--- src/sv/ctl_pkg.sv ---
`timescale 1ns / 1ps

package ctl_pkg;

    // Defaults for the top-level parameters
    localparam int DEF_MAX_DIGITS    = 31;
    localparam int DEF_POSITION_BITS = 32;
    localparam int DEF_LINE_BITS     = 24;
    localparam int DEF_COLUMN_BITS   = 16;

    // Fixed field widths of the channels
    localparam int BYTE_W   = 8;
    localparam int KIND_W   = 4;
    localparam int START_W  = 32;
    localparam int LENGTH_W = 32;
    localparam int LINE_W   = 24;
    localparam int COL_W    = 16;
    localparam int VALUE_W  = 64;

    // One byte raises at most this many tokens
    localparam int MAX_RESULTS = 3;
    localparam int RCNT_W      = $clog2(MAX_RESULTS + 1);
    localparam int IDX_W       = $clog2(MAX_RESULTS);

    typedef enum logic [KIND_W-1:0] {
        K_END      = 4'd0,
        K_NEWLINE  = 4'd1,
        K_LBRACE   = 4'd2,
        K_RBRACE   = 4'd3,
        K_LBRACKET = 4'd4,
        K_RBRACKET = 4'd5,
        K_EQUALS   = 4'd6,
        K_COLON    = 4'd7,
        K_COMMA    = 4'd8,
        K_STRING   = 4'd9,
        K_NUMBER   = 4'd10,
        K_IDENT    = 4'd11,
        K_ERROR    = 4'd12
    } t_kind;

    typedef enum logic [2:0] {
        M_IDLE,
        M_COMMENT,
        M_STRING,
        M_STRING_ESC,
        M_ZERO,
        M_DEC,
        M_HEX,
        M_IDENT
    } t_mode;

    typedef struct packed {
        t_kind                kind;
        logic [START_W-1:0]   start;
        logic [LENGTH_W-1:0]  length;
        logic [LINE_W-1:0]    line;
        logic [COL_W-1:0]     column;
        logic [VALUE_W-1:0]   value;
    } t_token;

    // Tokens raised by one byte, slot 0 delivered first
    typedef struct packed {
        logic [RCNT_W-1:0]             count;
        t_token [MAX_RESULTS-1:0]      slot;
    } t_bundle;

endpackage

--- src/sv/ctl_intf.sv ---
`timescale 1ns / 1ps

interface ctl_byte_if import ctl_pkg::*; ();
    logic              valid;
    logic              ready;
    logic [BYTE_W-1:0] text_byte;
    logic              last_byte;

    modport source (output valid, output text_byte, output last_byte, input ready);
    modport sink   (input valid, input text_byte, input last_byte, output ready);
endinterface

interface ctl_token_if import ctl_pkg::*; ();
    logic                valid;
    logic                ready;
    logic [KIND_W-1:0]   token_kind;
    logic [START_W-1:0]  token_start;
    logic [LENGTH_W-1:0] token_length;
    logic [LINE_W-1:0]   token_line;
    logic [COL_W-1:0]    token_column;
    logic [VALUE_W-1:0]  number_value;
    logic                run_end;

    modport source (
        output valid, output token_kind, output token_start, output token_length,
        output token_line, output token_column, output number_value, output run_end,
        input ready
    );
    modport sink (
        input valid, input token_kind, input token_start, input token_length,
        input token_line, input token_column, input number_value, input run_end,
        output ready
    );
endinterface

--- src/sv/ctl_scan.sv ---
`timescale 1ns / 1ps

module ctl_scan import ctl_pkg::*; #(
    parameter int MAX_DIGITS    = DEF_MAX_DIGITS,
    parameter int POSITION_BITS = DEF_POSITION_BITS,
    parameter int LINE_BITS     = DEF_LINE_BITS,
    parameter int COLUMN_BITS   = DEF_COLUMN_BITS
) (
    input  logic              i_clk,
    input  logic              i_rst_n,
    input  logic              i_step,
    input  logic [BYTE_W-1:0] i_byte,
    input  logic              i_last,
    output t_bundle           o_bundle
);

    localparam int DCNT_W = $clog2(MAX_DIGITS + 1);
    localparam int ACC_W  = VALUE_W + 4;

    localparam logic [BYTE_W-1:0] CH_NUL      = 8'h00;
    localparam logic [BYTE_W-1:0] CH_TAB      = 8'h09;
    localparam logic [BYTE_W-1:0] CH_LF       = 8'h0A;
    localparam logic [BYTE_W-1:0] CH_CR       = 8'h0D;
    localparam logic [BYTE_W-1:0] CH_SPACE    = 8'h20;
    localparam logic [BYTE_W-1:0] CH_QUOTE    = 8'h22;
    localparam logic [BYTE_W-1:0] CH_HASH     = 8'h23;
    localparam logic [BYTE_W-1:0] CH_COMMA    = 8'h2C;
    localparam logic [BYTE_W-1:0] CH_DASH     = 8'h2D;
    localparam logic [BYTE_W-1:0] CH_DOT      = 8'h2E;
    localparam logic [BYTE_W-1:0] CH_0        = 8'h30;
    localparam logic [BYTE_W-1:0] CH_9        = 8'h39;
    localparam logic [BYTE_W-1:0] CH_COLON    = 8'h3A;
    localparam logic [BYTE_W-1:0] CH_EQUALS   = 8'h3D;
    localparam logic [BYTE_W-1:0] CH_UP_A     = 8'h41;
    localparam logic [BYTE_W-1:0] CH_UP_F     = 8'h46;
    localparam logic [BYTE_W-1:0] CH_UP_X     = 8'h58;
    localparam logic [BYTE_W-1:0] CH_UP_Z     = 8'h5A;
    localparam logic [BYTE_W-1:0] CH_LBRACKET = 8'h5B;
    localparam logic [BYTE_W-1:0] CH_BSLASH   = 8'h5C;
    localparam logic [BYTE_W-1:0] CH_RBRACKET = 8'h5D;
    localparam logic [BYTE_W-1:0] CH_USCORE   = 8'h5F;
    localparam logic [BYTE_W-1:0] CH_LOW_A    = 8'h61;
    localparam logic [BYTE_W-1:0] CH_LOW_F    = 8'h66;
    localparam logic [BYTE_W-1:0] CH_LOW_X    = 8'h78;
    localparam logic [BYTE_W-1:0] CH_LOW_Z    = 8'h7A;
    localparam logic [BYTE_W-1:0] CH_LBRACE   = 8'h7B;
    localparam logic [BYTE_W-1:0] CH_RBRACE   = 8'h7D;
    localparam logic [BYTE_W-1:0] HEX_LETTER  = 8'd10;

    localparam logic [LINE_BITS-1:0]   LINE_MAX = '1;
    localparam logic [COLUMN_BITS-1:0] COL_MAX  = '1;
    localparam logic [LENGTH_W-1:0]    LEN_MAX  = '1;

    // Lexer state
    t_mode                    r_mode,   n_mode;
    logic [POSITION_BITS-1:0] r_pos,    n_pos;
    logic [LINE_BITS-1:0]     r_line,   n_line;
    logic [COLUMN_BITS-1:0]   r_col,    n_col;
    logic [POSITION_BITS-1:0] r_pstart, n_pstart;
    logic [LINE_BITS-1:0]     r_pline,  n_pline;
    logic [COLUMN_BITS-1:0]   r_pcol,   n_pcol;
    logic [VALUE_W-1:0]       r_acc,    n_acc;
    logic [DCNT_W-1:0]        r_dcnt,   n_dcnt;
    logic                     r_ovf,    n_ovf;
    logic [LENGTH_W-1:0]      r_blen,   n_blen;

    // State after this byte, before the end-of-text flush
    t_mode                    w_mode;
    logic [POSITION_BITS-1:0] w_pstart, w_pos;
    logic [LINE_BITS-1:0]     w_pline,  w_line;
    logic [COLUMN_BITS-1:0]   w_pcol,   w_col;
    logic [VALUE_W-1:0]       w_acc;
    logic [DCNT_W-1:0]        w_dcnt;
    logic                     w_ovf;
    logic [LENGTH_W-1:0]      w_blen;

    logic w_handled, w_flush, w_close;

    // Byte classes
    logic        c_digit, c_alpha, c_istart, c_imore, c_hex, c_space, c_break, c_punct;
    t_kind       c_pkind;
    logic [3:0]  c_hexval;
    logic [BYTE_W-1:0] c_letter;

    // Accumulate step
    logic [3:0]       a_digit;
    logic [ACC_W-1:0] a_sum;
    logic             a_full;
    logic [LENGTH_W-1:0] w_blen_inc;

    function automatic t_token flush_tok(
        input t_mode                    m,
        input logic [POSITION_BITS-1:0] ps,
        input logic [LINE_BITS-1:0]     pl,
        input logic [COLUMN_BITS-1:0]   pc,
        input logic [LENGTH_W-1:0]      blen,
        input logic [DCNT_W-1:0]        dcnt,
        input logic                     ovf,
        input logic [VALUE_W-1:0]       acc
    );
        t_token t;
        t.kind   = K_ERROR;
        t.start  = START_W'(ps);
        t.length = blen;
        t.line   = LINE_W'(pl);
        t.column = COL_W'(pc);
        t.value  = '0;
        case (m)
            M_IDENT: begin
                t.kind = K_IDENT;
            end
            M_ZERO, M_DEC, M_HEX: begin
                t.length = LENGTH_W'(dcnt);
                if (!ovf && (dcnt != '0)) begin
                    t.kind  = K_NUMBER;
                    t.value = acc;
                end
            end
            default: begin
            end
        endcase
        return t;
    endfunction

    always_comb begin : classify
        c_digit  = (i_byte >= CH_0) && (i_byte <= CH_9);
        c_alpha  = ((i_byte >= CH_LOW_A) && (i_byte <= CH_LOW_Z))
                || ((i_byte >= CH_UP_A) && (i_byte <= CH_UP_Z));
        c_istart = c_alpha || (i_byte == CH_USCORE) || (i_byte == CH_DOT);
        c_imore  = c_istart || c_digit || (i_byte == CH_DASH);
        c_space  = (i_byte == CH_SPACE) || (i_byte == CH_TAB) || (i_byte == CH_CR);
        c_break  = (i_byte == CH_LF) || (i_byte == CH_CR) || (i_byte == CH_NUL);
        c_hex    = c_digit || ((i_byte >= CH_LOW_A) && (i_byte <= CH_LOW_F))
                || ((i_byte >= CH_UP_A) && (i_byte <= CH_UP_F));
        if (i_byte >= CH_LOW_A) begin
            c_letter = i_byte - CH_LOW_A + HEX_LETTER;
        end else begin
            c_letter = i_byte - CH_UP_A + HEX_LETTER;
        end
        if (c_digit) begin
            c_hexval = 4'(i_byte - CH_0);
        end else begin
            c_hexval = c_letter[3:0];
        end
        c_punct = 1'b1;
        case (i_byte)
            CH_LF:       c_pkind = K_NEWLINE;
            CH_LBRACE:   c_pkind = K_LBRACE;
            CH_RBRACE:   c_pkind = K_RBRACE;
            CH_LBRACKET: c_pkind = K_LBRACKET;
            CH_RBRACKET: c_pkind = K_RBRACKET;
            CH_EQUALS:   c_pkind = K_EQUALS;
            CH_COLON:    c_pkind = K_COLON;
            CH_COMMA:    c_pkind = K_COMMA;
            default: begin
                c_pkind = K_ERROR;
                c_punct = 1'b0;
            end
        endcase
    end

    // One shift-add of the number accumulator; base 16 in hex mode, else 10
    always_comb begin : accumulate
        a_digit = (r_mode == M_HEX) ? c_hexval : 4'(i_byte - CH_0);
        if (r_mode == M_HEX) begin
            a_sum = {r_acc, 4'b0000} + ACC_W'(a_digit);
        end else begin
            a_sum = {1'b0, r_acc, 3'b000} + {3'b000, r_acc, 1'b0} + ACC_W'(a_digit);
        end
        a_full     = (r_dcnt >= DCNT_W'(MAX_DIGITS));
        w_blen_inc = (r_blen != LEN_MAX) ? r_blen + 1'b1 : r_blen;
    end

    always_comb begin : next_state
        w_handled = 1'b0;
        w_flush   = 1'b0;
        w_close   = 1'b0;
        w_mode    = r_mode;
        w_pstart  = r_pstart;
        w_pline   = r_pline;
        w_pcol    = r_pcol;
        w_acc     = r_acc;
        w_dcnt    = r_dcnt;
        w_ovf     = r_ovf;
        w_blen    = r_blen;

        // Continue the token in progress
        case (r_mode)
            M_COMMENT: begin
                if (i_byte == CH_LF) begin
                    w_mode = M_IDLE;
                end else begin
                    w_handled = 1'b1;
                end
            end
            M_STRING, M_STRING_ESC: begin
                if (c_break) begin
                    w_flush = 1'b1;
                    w_mode  = M_IDLE;
                end else if (r_mode == M_STRING_ESC) begin
                    w_mode    = M_STRING;
                    w_blen    = w_blen_inc;
                    w_handled = 1'b1;
                end else if (i_byte == CH_QUOTE) begin
                    w_close   = 1'b1;
                    w_mode    = M_IDLE;
                    w_handled = 1'b1;
                end else begin
                    if (i_byte == CH_BSLASH) begin
                        w_mode = M_STRING_ESC;
                    end
                    w_blen    = w_blen_inc;
                    w_handled = 1'b1;
                end
            end
            M_ZERO, M_DEC, M_HEX: begin
                if ((r_mode == M_ZERO) && ((i_byte == CH_LOW_X) || (i_byte == CH_UP_X))) begin
                    // Hex body starts after the prefix; keep line and column of the 0
                    w_pstart  = r_pos + 1'b1;
                    w_acc     = '0;
                    w_dcnt    = '0;
                    w_ovf     = 1'b0;
                    w_blen    = '0;
                    w_mode    = M_HEX;
                    w_handled = 1'b1;
                end else if ((r_mode == M_HEX) ? c_hex : c_digit) begin
                    if (r_mode == M_ZERO) begin
                        w_mode = M_DEC;
                    end
                    if (a_full) begin
                        w_ovf = 1'b1;
                    end else begin
                        w_dcnt = r_dcnt + 1'b1;
                        w_acc  = a_sum[VALUE_W-1:0];
                        w_ovf  = r_ovf || (a_sum[ACC_W-1:VALUE_W] != '0);
                    end
                    w_handled = 1'b1;
                end else begin
                    w_flush = 1'b1;
                    w_mode  = M_IDLE;
                end
            end
            M_IDENT: begin
                if (c_imore) begin
                    w_blen    = w_blen_inc;
                    w_handled = 1'b1;
                end else begin
                    w_flush = 1'b1;
                    w_mode  = M_IDLE;
                end
            end
            default: begin
                w_mode = M_IDLE;
            end
        endcase

        // Lex the byte afresh
        if (!w_handled) begin
            if (i_byte == CH_HASH) begin
                w_mode = M_COMMENT;
            end else if (i_byte == CH_QUOTE) begin
                w_pstart = r_pos + 1'b1;
                w_pline  = r_line;
                w_pcol   = r_col;
                w_acc    = '0;
                w_dcnt   = '0;
                w_ovf    = 1'b0;
                w_blen   = '0;
                w_mode   = M_STRING;
            end else if (c_digit) begin
                w_pstart = r_pos;
                w_pline  = r_line;
                w_pcol   = r_col;
                w_acc    = VALUE_W'(a_digit);
                w_dcnt   = DCNT_W'(1);
                w_ovf    = 1'b0;
                w_blen   = '0;
                w_mode   = (i_byte == CH_0) ? M_ZERO : M_DEC;
            end else if (c_istart) begin
                w_pstart = r_pos;
                w_pline  = r_line;
                w_pcol   = r_col;
                w_acc    = '0;
                w_dcnt   = '0;
                w_ovf    = 1'b0;
                w_blen   = LENGTH_W'(1);
                w_mode   = M_IDENT;
            end
        end

        w_pos = r_pos + 1'b1;
        if (i_byte == CH_LF) begin
            w_line = (r_line != LINE_MAX) ? r_line + 1'b1 : r_line;
            w_col  = COLUMN_BITS'(1);
        end else begin
            w_line = r_line;
            w_col  = (r_col != COL_MAX) ? r_col + 1'b1 : r_col;
        end

        // End of text drops everything back to the reset state
        if (i_last) begin
            n_mode   = M_IDLE;
            n_pos    = '0;
            n_line   = LINE_BITS'(1);
            n_col    = COLUMN_BITS'(1);
            n_pstart = '0;
            n_pline  = LINE_BITS'(1);
            n_pcol   = COLUMN_BITS'(1);
            n_acc    = '0;
            n_dcnt   = '0;
            n_ovf    = 1'b0;
            n_blen   = '0;
        end else begin
            n_mode   = w_mode;
            n_pos    = w_pos;
            n_line   = w_line;
            n_col    = w_col;
            n_pstart = w_pstart;
            n_pline  = w_pline;
            n_pcol   = w_pcol;
            n_acc    = w_acc;
            n_dcnt   = w_dcnt;
            n_ovf    = w_ovf;
            n_blen   = w_blen;
        end
    end

    always_comb begin : outputs
        t_token             cand   [4];
        logic               cand_v [4];
        logic [RCNT_W-1:0]  cnt;

        // Closed string or flushed token from before this byte
        cand_v[0] = w_flush || w_close;
        cand[0]   = flush_tok(r_mode, r_pstart, r_pline, r_pcol, r_blen, r_dcnt, r_ovf,
                              r_acc);
        if (w_close) begin
            cand[0].kind = K_STRING;
        end

        // One-byte token or bad byte
        cand_v[1]       = !w_handled && !c_space && (i_byte != CH_HASH)
                       && (i_byte != CH_QUOTE) && !c_digit && !c_istart;
        cand[1].kind    = c_punct ? c_pkind : K_ERROR;
        cand[1].start   = START_W'(r_pos);
        cand[1].length  = LENGTH_W'(1);
        cand[1].line    = LINE_W'(r_line);
        cand[1].column  = COL_W'(r_col);
        cand[1].value   = '0;

        // Token still open at end of text
        cand_v[2] = i_last && (w_mode != M_IDLE) && (w_mode != M_COMMENT);
        cand[2]   = flush_tok(w_mode, w_pstart, w_pline, w_pcol, w_blen, w_dcnt, w_ovf,
                              w_acc);

        cand_v[3]       = i_last;
        cand[3].kind    = K_END;
        cand[3].start   = START_W'(w_pos);
        cand[3].length  = '0;
        cand[3].line    = LINE_W'(w_line);
        cand[3].column  = COL_W'(w_col);
        cand[3].value   = '0;

        cnt           = '0;
        o_bundle.slot = '0;
        for (int i = 0; i < 4; i++) begin
            if (cand_v[i] && (cnt < RCNT_W'(MAX_RESULTS))) begin
                o_bundle.slot[IDX_W'(cnt)] = cand[i];
                cnt = cnt + 1'b1;
            end
        end
        o_bundle.count = cnt;
    end

    always_ff @(posedge i_clk) begin
        if (!i_rst_n) begin
            r_mode   <= M_IDLE;
            r_pos    <= '0;
            r_line   <= LINE_BITS'(1);
            r_col    <= COLUMN_BITS'(1);
            r_pstart <= '0;
            r_pline  <= LINE_BITS'(1);
            r_pcol   <= COLUMN_BITS'(1);
            r_acc    <= '0;
            r_dcnt   <= '0;
            r_ovf    <= 1'b0;
            r_blen   <= '0;
        end else if (i_step) begin
            r_mode   <= n_mode;
            r_pos    <= n_pos;
            r_line   <= n_line;
            r_col    <= n_col;
            r_pstart <= n_pstart;
            r_pline  <= n_pline;
            r_pcol   <= n_pcol;
            r_acc    <= n_acc;
            r_dcnt   <= n_dcnt;
            r_ovf    <= n_ovf;
            r_blen   <= n_blen;
        end
    end

endmodule

--- src/sv/ctl_drain.sv ---
`timescale 1ns / 1ps

module ctl_drain import ctl_pkg::*; (
    input  logic               i_clk,
    input  logic               i_rst_n,
    input  logic               i_load,
    input  t_bundle            i_bundle,
    output logic               o_free,
    ctl_token_if.source        o_tok
);

    t_token [MAX_RESULTS-1:0] r_slot;
    logic [RCNT_W-1:0]        r_count, n_count;
    logic [IDX_W-1:0]         r_idx,   n_idx;
    t_token                   w_tok;
    logic                     w_last, w_take;

    assign w_tok  = r_slot[r_idx];
    assign w_last = (r_idx == IDX_W'(r_count - RCNT_W'(1)));
    assign w_take = o_tok.valid && o_tok.ready;
    assign o_free = (r_count == '0) || (w_take && w_last);

    assign o_tok.valid        = (r_count != '0);
    assign o_tok.token_kind   = w_tok.kind;
    assign o_tok.token_start  = w_tok.start;
    assign o_tok.token_length = w_tok.length;
    assign o_tok.token_line   = w_tok.line;
    assign o_tok.token_column = w_tok.column;
    assign o_tok.number_value = w_tok.value;
    assign o_tok.run_end      = w_last;

    always_comb begin
        n_count = r_count;
        n_idx   = r_idx;
        if (i_load) begin
            n_count = i_bundle.count;
            n_idx   = '0;
        end else if (w_take) begin
            if (w_last) begin
                n_count = '0;
            end else begin
                n_idx = r_idx + 1'b1;
            end
        end
    end

    always_ff @(posedge i_clk) begin
        if (!i_rst_n) begin
            r_count <= '0;
            r_idx   <= '0;
        end else begin
            r_count <= n_count;
            r_idx   <= n_idx;
        end
    end

    always_ff @(posedge i_clk) begin
        if (i_load) begin
            r_slot <= i_bundle.slot;
        end
    end

endmodule

--- src/sv/config_text_lexer.sv ---
`timescale 1ns / 1ps
// Streaming lexer for key/value configuration text.
// i_text carries one text byte per transaction, with last_byte marking the
// final byte of a text. o_token carries one token per transaction: kind,
// body offset and length, line and column, number value, and run_end on the
// last token that a byte raises. A byte raises zero to three tokens.
// Path: an accepted byte is held in the input register; the tokens it
// raises are loaded into the result register, which drives o_token.
// Throughput: one byte per cycle while each byte raises at most one token
// and the receiver is ready; the single result register hands out the tokens
// of a byte one token per cycle while the receiver is ready.
// Stall: a byte waits in the input register while the receiver stalls, so
// one more byte is taken behind a waiting token; after that i_text.ready
// drops until the tokens are taken. Nothing is dropped.
// Reset (synchronous, i_rst_n low): both registers empty, scanner idle at
// offset 0, line 1, column 1. The end token of a text returns the scanner
// to that same state, so the next byte starts a new text.
module config_text_lexer import ctl_pkg::*; #(
    parameter int MAX_DIGITS    = DEF_MAX_DIGITS,     // 20 to 63
    parameter int POSITION_BITS = DEF_POSITION_BITS,  // 16 to 48
    parameter int LINE_BITS     = DEF_LINE_BITS,      // 8 to 32
    parameter int COLUMN_BITS   = DEF_COLUMN_BITS     // 8 to 32
) (
    input  logic         i_clk,
    input  logic         i_rst_n,
    ctl_byte_if.sink     i_text,
    ctl_token_if.source  o_token
);

    // Input register: holds one byte until the result register can take
    // everything the byte raises.
    logic              r_in_valid, n_in_valid;
    logic [BYTE_W-1:0] r_byte;
    logic              r_last;

    logic    w_free;    // result register empty or emptying this cycle
    logic    w_step;    // the held byte is lexed and its tokens loaded
    t_bundle w_bundle;

    assign w_step       = r_in_valid && w_free;
    assign i_text.ready = !r_in_valid || w_free;

    always_comb begin
        n_in_valid = r_in_valid;
        if (i_text.valid && i_text.ready) begin
            n_in_valid = 1'b1;
        end else if (w_step) begin
            n_in_valid = 1'b0;
        end
    end

    always_ff @(posedge i_clk) begin
        if (!i_rst_n) begin
            r_in_valid <= 1'b0;
        end else begin
            r_in_valid <= n_in_valid;
        end
    end

    // Capture the payload of each accepted transaction
    always_ff @(posedge i_clk) begin
        if (i_text.valid && i_text.ready) begin
            r_byte <= i_text.text_byte;
            r_last <= i_text.last_byte;
        end
    end

    // Scanner: mode, position and pending-token state; advance once per byte
    ctl_scan #(
        .MAX_DIGITS    (MAX_DIGITS),
        .POSITION_BITS (POSITION_BITS),
        .LINE_BITS     (LINE_BITS),
        .COLUMN_BITS   (COLUMN_BITS)
    ) u_scan (
        .i_clk    (i_clk),
        .i_rst_n  (i_rst_n),
        .i_step   (w_step),
        .i_byte   (r_byte),
        .i_last   (r_last),
        .o_bundle (w_bundle)
    );

    // Result register: hold the tokens of one byte and hand them out in order
    ctl_drain u_drain (
        .i_clk    (i_clk),
        .i_rst_n  (i_rst_n),
        .i_load   (w_step),
        .i_bundle (w_bundle),
        .o_free   (w_free),
        .o_tok    (o_token)
    );

endmodule

--- src/flat_wrapper.sv ---
// flat-port wrapper written by rule: the top's interface ports become plain ports
module config_text_lexer_flat import ctl_pkg::*;
#(
    parameter int MAX_DIGITS    = DEF_MAX_DIGITS,                
    parameter int POSITION_BITS = DEF_POSITION_BITS,             
    parameter int LINE_BITS     = DEF_LINE_BITS,                
    parameter int COLUMN_BITS   = DEF_COLUMN_BITS               
)
  (i_clk, i_rst_n, i_text_valid, i_text_text_byte, i_text_last_byte, i_text_ready, o_token_valid, o_token_token_kind, o_token_token_start, o_token_token_length, o_token_token_line, o_token_token_column, o_token_number_value, o_token_run_end, o_token_ready);
  ctl_byte_if i_text_i ();
  ctl_token_if o_token_i ();
  input  logic i_clk;
  input  logic i_rst_n;
  input wire logic [$bits(i_text_i.valid)-1:0] i_text_valid;
  input wire logic [$bits(i_text_i.text_byte)-1:0] i_text_text_byte;
  input wire logic [$bits(i_text_i.last_byte)-1:0] i_text_last_byte;
  output wire logic [$bits(i_text_i.ready)-1:0] i_text_ready;
  output wire logic [$bits(o_token_i.valid)-1:0] o_token_valid;
  output wire logic [$bits(o_token_i.token_kind)-1:0] o_token_token_kind;
  output wire logic [$bits(o_token_i.token_start)-1:0] o_token_token_start;
  output wire logic [$bits(o_token_i.token_length)-1:0] o_token_token_length;
  output wire logic [$bits(o_token_i.token_line)-1:0] o_token_token_line;
  output wire logic [$bits(o_token_i.token_column)-1:0] o_token_token_column;
  output wire logic [$bits(o_token_i.number_value)-1:0] o_token_number_value;
  output wire logic [$bits(o_token_i.run_end)-1:0] o_token_run_end;
  input wire logic [$bits(o_token_i.ready)-1:0] o_token_ready;
  assign i_text_i.valid = i_text_valid;
  assign i_text_i.text_byte = i_text_text_byte;
  assign i_text_i.last_byte = i_text_last_byte;
  assign i_text_ready = i_text_i.ready;
  assign o_token_valid = o_token_i.valid;
  assign o_token_token_kind = o_token_i.token_kind;
  assign o_token_token_start = o_token_i.token_start;
  assign o_token_token_length = o_token_i.token_length;
  assign o_token_token_line = o_token_i.token_line;
  assign o_token_token_column = o_token_i.token_column;
  assign o_token_number_value = o_token_i.number_value;
  assign o_token_run_end = o_token_i.run_end;
  assign o_token_i.ready = o_token_ready;
  config_text_lexer #(.MAX_DIGITS(MAX_DIGITS), .POSITION_BITS(POSITION_BITS), .LINE_BITS(LINE_BITS), .COLUMN_BITS(COLUMN_BITS)) u_core (.i_clk(i_clk), .i_rst_n(i_rst_n), .i_text(i_text_i), .o_token(o_token_i));
endmodule
--- config.mk ---
export PLATFORM = sky130hd
export DESIGN_NAME = config_text_lexer_flat
export DESIGN_NICKNAME = d
export VERILOG_FILES = /design/src/sv/ctl_pkg.sv /design/src/sv/ctl_intf.sv /design/src/sv/ctl_scan.sv /design/src/sv/ctl_drain.sv /design/src/sv/config_text_lexer.sv /design/src/flat_wrapper.sv
export SDC_FILE = /design/constraint.sdc
export NUM_CORES = 2
export LEC_CHECK = 0
export ABC_AREA = 0
export BUFFER_PORTS_ARGS = -buffer_cell sky130_fd_sc_hd__buf_2
export CAP_MARGIN = 20
export CORE_MARGIN = 2
export CORE_UTILIZATION = 30
export CTS_BUF_LIST = sky130_fd_sc_hd__clkbuf_16
export DETAILED_ROUTE_END_ITERATION = 7
export PLACE_DENSITY_LB_ADDON = 0.12
export SYNTH_ARGS = -nofsm -noshare
export SYNTH_HDL_FRONTEND = slang
export SYNTH_SLANG_ARGS = --single-unit
--- constraint.sdc ---
create_clock -name i_clk -period 20.1 [get_ports i_clk]
set_input_delay 1.005 -clock i_clk [delete_from_list [all_inputs] [get_ports i_clk]]
set_output_delay 1.005 -clock i_clk [all_outputs]
set_load 0.02 [all_outputs]
==> impl_metrics.tcl <==
set metrics [dict create \
    drc 0 \
    finalSetupTns_ps 0 \
    rsz_0062_raised_after_global_routing "false" \
    grt_pass1_vias 37600 \
    wire_per_inst_um 22.3 \
    synth_compound_gate_area_share 0.207 \
    synth_area_per_cell_um2 8.91 \
    grt_use_met3 0.0256 \
    timing_worst_setup_path_type "register to register" \
    r2r-end "u_core.u_drain.r_slot[439]$_DFFE_PP_" \
    synth_xor_area_frac 0.0260 \
    pwr_density_cell_mw_per_mm2 84.8 \
    setup.reg_to_reg.worst_slack_ps 11360 \
    die_area_mm2 0.154 \
    place.port_buffers 187 \
    clock_sinks 779 \
    slew_headroom 0.265 \
    cts_buf_count 94 \
    finClkSkew_ps 54.8 \
    critical_path_arrival_ps 9160 \
    layout_cell_share_with_drive_strength_beyond_1 0.0956 \
    maxCapViolations 0 \
    final_max_slew_viol_count 0 \
    most_frequent_cells_in_the_layout "nand2_1 (742), o21ai_0 (645), edfxtp_1 (525)" \
    nets 5155 \
    clk_latency_ps 720 \
    stdcell_area_mm2 0.0508 \
    yosysWarningCount 0 \
    timing_worst_slew_pin_value_ps 1100 \
    cts_htree_levels 3 \
    synth_mux_area_frac 0.0499 \
    post_synth_instance_area_mm2 0.0452 \
    register_area_mm2 0.0209 \
    number_of_flops_mapped_to_enable_cells_by_yosys 525 \
    setup.worst_path.start_class "register" \
    die_h_um 392 \
    crit_path_end "u_core.u_drain.r_slot[439]$_DFFE_PP_" \
    hold_ws_ps 469 \
    holdPathStages 1 \
    hpwlAfterDp_um 98500 \
    worstPathMaxFanout 58 \
    clkSlewWorstSetupHoldPaths_ps 60 \
    fp-row-count 142 \
    cts_repair_resize_count 0 \
    place_congestion 0.849 \
    ys_async_sr_fraction 0 \
    fillerInstances 15500 \
    cts_hold_buffers 0 \
    yosysSeqAreaShare 0.461 \
    root_buffer "clkbuf_16" \
    cp-end-kind "register" \
    layout_setup_ws_ps 11360 \
    gr_layer_usage_met2 0.320 \
    synth-seq-cells 779 \
    hold_path.class "input pin to register" \
    multi_input_comb_area_mm2 0.0225 \
    wirelength_um 158000 \
    floorplan.initialDensity 0.302 \
    library_cells_used_by_synthesis 97 \
    synth_top_family_by_area "compound AO/OA/AOI/OAI gates" \
    number_of_buffers_between_clock_root_and_the_deepest_sink 3 \
    timing.reg2reg.worst_path_depth 23 \
    synth_adder_area_share 0.0416 \
    total_core_area_mm2 0.150 \
    cp-startpoint "u_core.r_byte[1]$_DFFE_PP_" \
    post-route-period-util 0.435 \
    routing_usage_on_met1 0.286 \
    syn_to_final_growth_pct 12.4 \
    setup_viol 0 \
    achievable-frequency_ghz 0.114 \
    grt.overflow.total 0 \
    drt_iter0_drc 3085 \
    dp_slack_ps 11400 \
    run_status "finished clean" \
    irDropWorstVdd_v 0.0000550 \
    ios 188 \
    grt_first_pass_wirelength_um 240000 \
    grt_max_degree 126 \
    finalHoldViolCount 0 \
    tritoncts_clock_tree "done" \
    count_of_mapped_cells_out_of_synthesis 5073 \
    postSynth.topFlopCell "edfxtp_1" \
    routed_vias_inst 5.45 \
    most_congested_layer_reported_by_global_routing "met2" \
    layout_min_cycle_time_ps 8740 \
    p_leak_nw 17.0 \
    grtUsageTotal 0.202 \
    crit_required_ps 20520 \
    vias 38600 \
    layout_commonest_cell "nand2_1" \
    post-cts-setup-buffers 0 \
    reg2reg_from "u_core.r_byte[1]$_DFFE_PP_" \
    detail-route-antenna-nets 0 \
    antenna_violations_before_repair 7 \
    placement.cell_area_mm2 0.0476 \
    synth_nets 5235 \
    synthSimpleGateAreaFrac 0.172 \
    drtPass1Iterations 6 \
    fp.dieW_um 392 \
]
-- worst min path at each step --
stage / from / endpoint / slack [ps]
2_1_floorplan: u_core.u_scan.r_pline[10]$_SDFFE_PN0P_ / u_core.u_scan.r_pline[10]$_SDFFE_PN0P_ / 450
3_3_place_gp: u_core.u_scan.r_pline[13]$_SDFFE_PN0P_ / u_core.u_scan.r_pline[13]$_SDFFE_PN0P_ / 460
3_5_place_dp: u_core.u_drain.r_count[1]$_SDFFE_PN0P_ / u_core.u_drain.r_count[1]$_SDFFE_PN0P_ / 470
4_1_cts: i_text_text_byte[5] / u_core.r_byte[5]$_DFFE_PP_ / 410
5_1_grt: i_text_text_byte[5] / u_core.r_byte[5]$_DFFE_PP_ / 440
6_report: i_text_text_byte[5] / u_core.r_byte[5]$_DFFE_PP_ / 470
-- state kept, by name (all words and copies together) (netlist names) --
register / flops
u_core.r_byte: 8
u_core.r_in_valid: 1
u_core.r_last: 1
u_core.u_drain.r_count: 2
u_core.u_drain.r_idx: 2
u_core.u_drain.r_slot: 516
u_core.u_scan.r_acc: 64
u_core.u_scan.r_blen: 32
u_core.u_scan.r_col: 16
u_core.u_scan.r_dcnt: 5
u_core.u_scan.r_line: 24
u_core.u_scan.r_mode: 3
u_core.u_scan.r_ovf: 1
u_core.u_scan.r_pcol: 16
u_core.u_scan.r_pline: 24
u_core.u_scan.r_pos: 32
u_core.u_scan.r_pstart: 32
-- final cells by class --
| cell class | count | area share |
|---|---|---|
| Antenna cell | 1 | 0.0000492 |
| Clock buffer | 95 | 0.0468 |
| Clock inverter | 83 | 0.0149 |
| Inverter | 44 | 0.00340 |
| Multi-Input combinational cell | 3806 | 0.444 |
| Sequential cell | 779 | 0.410 |
| Tap cell | 2016 | 0.0496 |
| Timing Repair Buffer | 268 | 0.0312 |
-- metal layers --
metal,routed length [µm],vias up,share of wire
met1,75900,19000,0.48
li1,-,18400,-
met4,3780,2,0.024
met3,7720,179,0.049
met5,12,-,0.000076
met2,71000,997,0.45
-- stage by stage --
step | power [mW] | cells | util
CTS | 4.37 | 7088 | 0.339
detailed placement | 2.61 | 6910 | 0.318
finish | 4.31 | 7092 | 0.339
floorplan | 2.38 | 5073 | -
global route | 4.49 | 7092 | 0.339
global placement | 2.61 | 6908 | 0.318
-- cells in the mapped netlist (all sizes together), types with 25 or more instances --
master | count | area [µm²]
a211oi | 25 | 200
a21o | 30 | 225
a21oi | 331 | 1660
a221oi | 42 | 368
a22o | 60 | 526
a22oi | 45 | 338
a31oi | 55 | 359
and2 | 33 | 206
and3 | 42 | 263
buf | 95 | 443
clkbuf | 349 | 1310
dfxtp | 254 | 5080
edfxtp | 525 | 15800
ha | 147 | 1840
inv | 44 | 165
mux2i | 223 | 2230
nand2 | 748 | 2810
nand3 | 181 | 906
nand4 | 57 | 375
nor2 | 434 | 1640
nor2b | 40 | 250
nor3 | 82 | 415
o211ai | 57 | 452
o21ai | 671 | 3370
o22ai | 110 | 694
o31ai | 34 | 255
xnor2 | 71 | 622
xor2 | 63 | 552
-- worst max-delay path: stages (launching register included) --
cell and delay (ps):
edfxtp_1 530, inv_1 140, ha_1 290, nor4b_1 430, or4_1 190, nor4b_1 550
and2_1 220, buf_4 470, and4_1 280, buf_4 490, inv_2 160, ha_1 410
nand3b_4 380, o21ai_0 370, inv_1 140, ha_1 210, nor2b_1 520, nand2_2 520
nand4_4 250, buf_4 660, buf_4 770, o22ai_1 200, nand2_1 100, o311ai_0 120
-- where the power goes --
part	internal, mW	switching, mW	total (mW)
sequential	1.83	0.0336	1.86
combinational	0.174	0.541	0.715
clock	0.995	0.738	1.73
-- cells by family after synthesis --
group,after synthesis
adders and majority gates,149
xor gates and xnor gates,134
buffers and inverters,488
AOI/OAI and AO/OA,1565
DFF,779
muxes,225
and+or+nand+nor,1733
(Power assumes the default switching activity.)
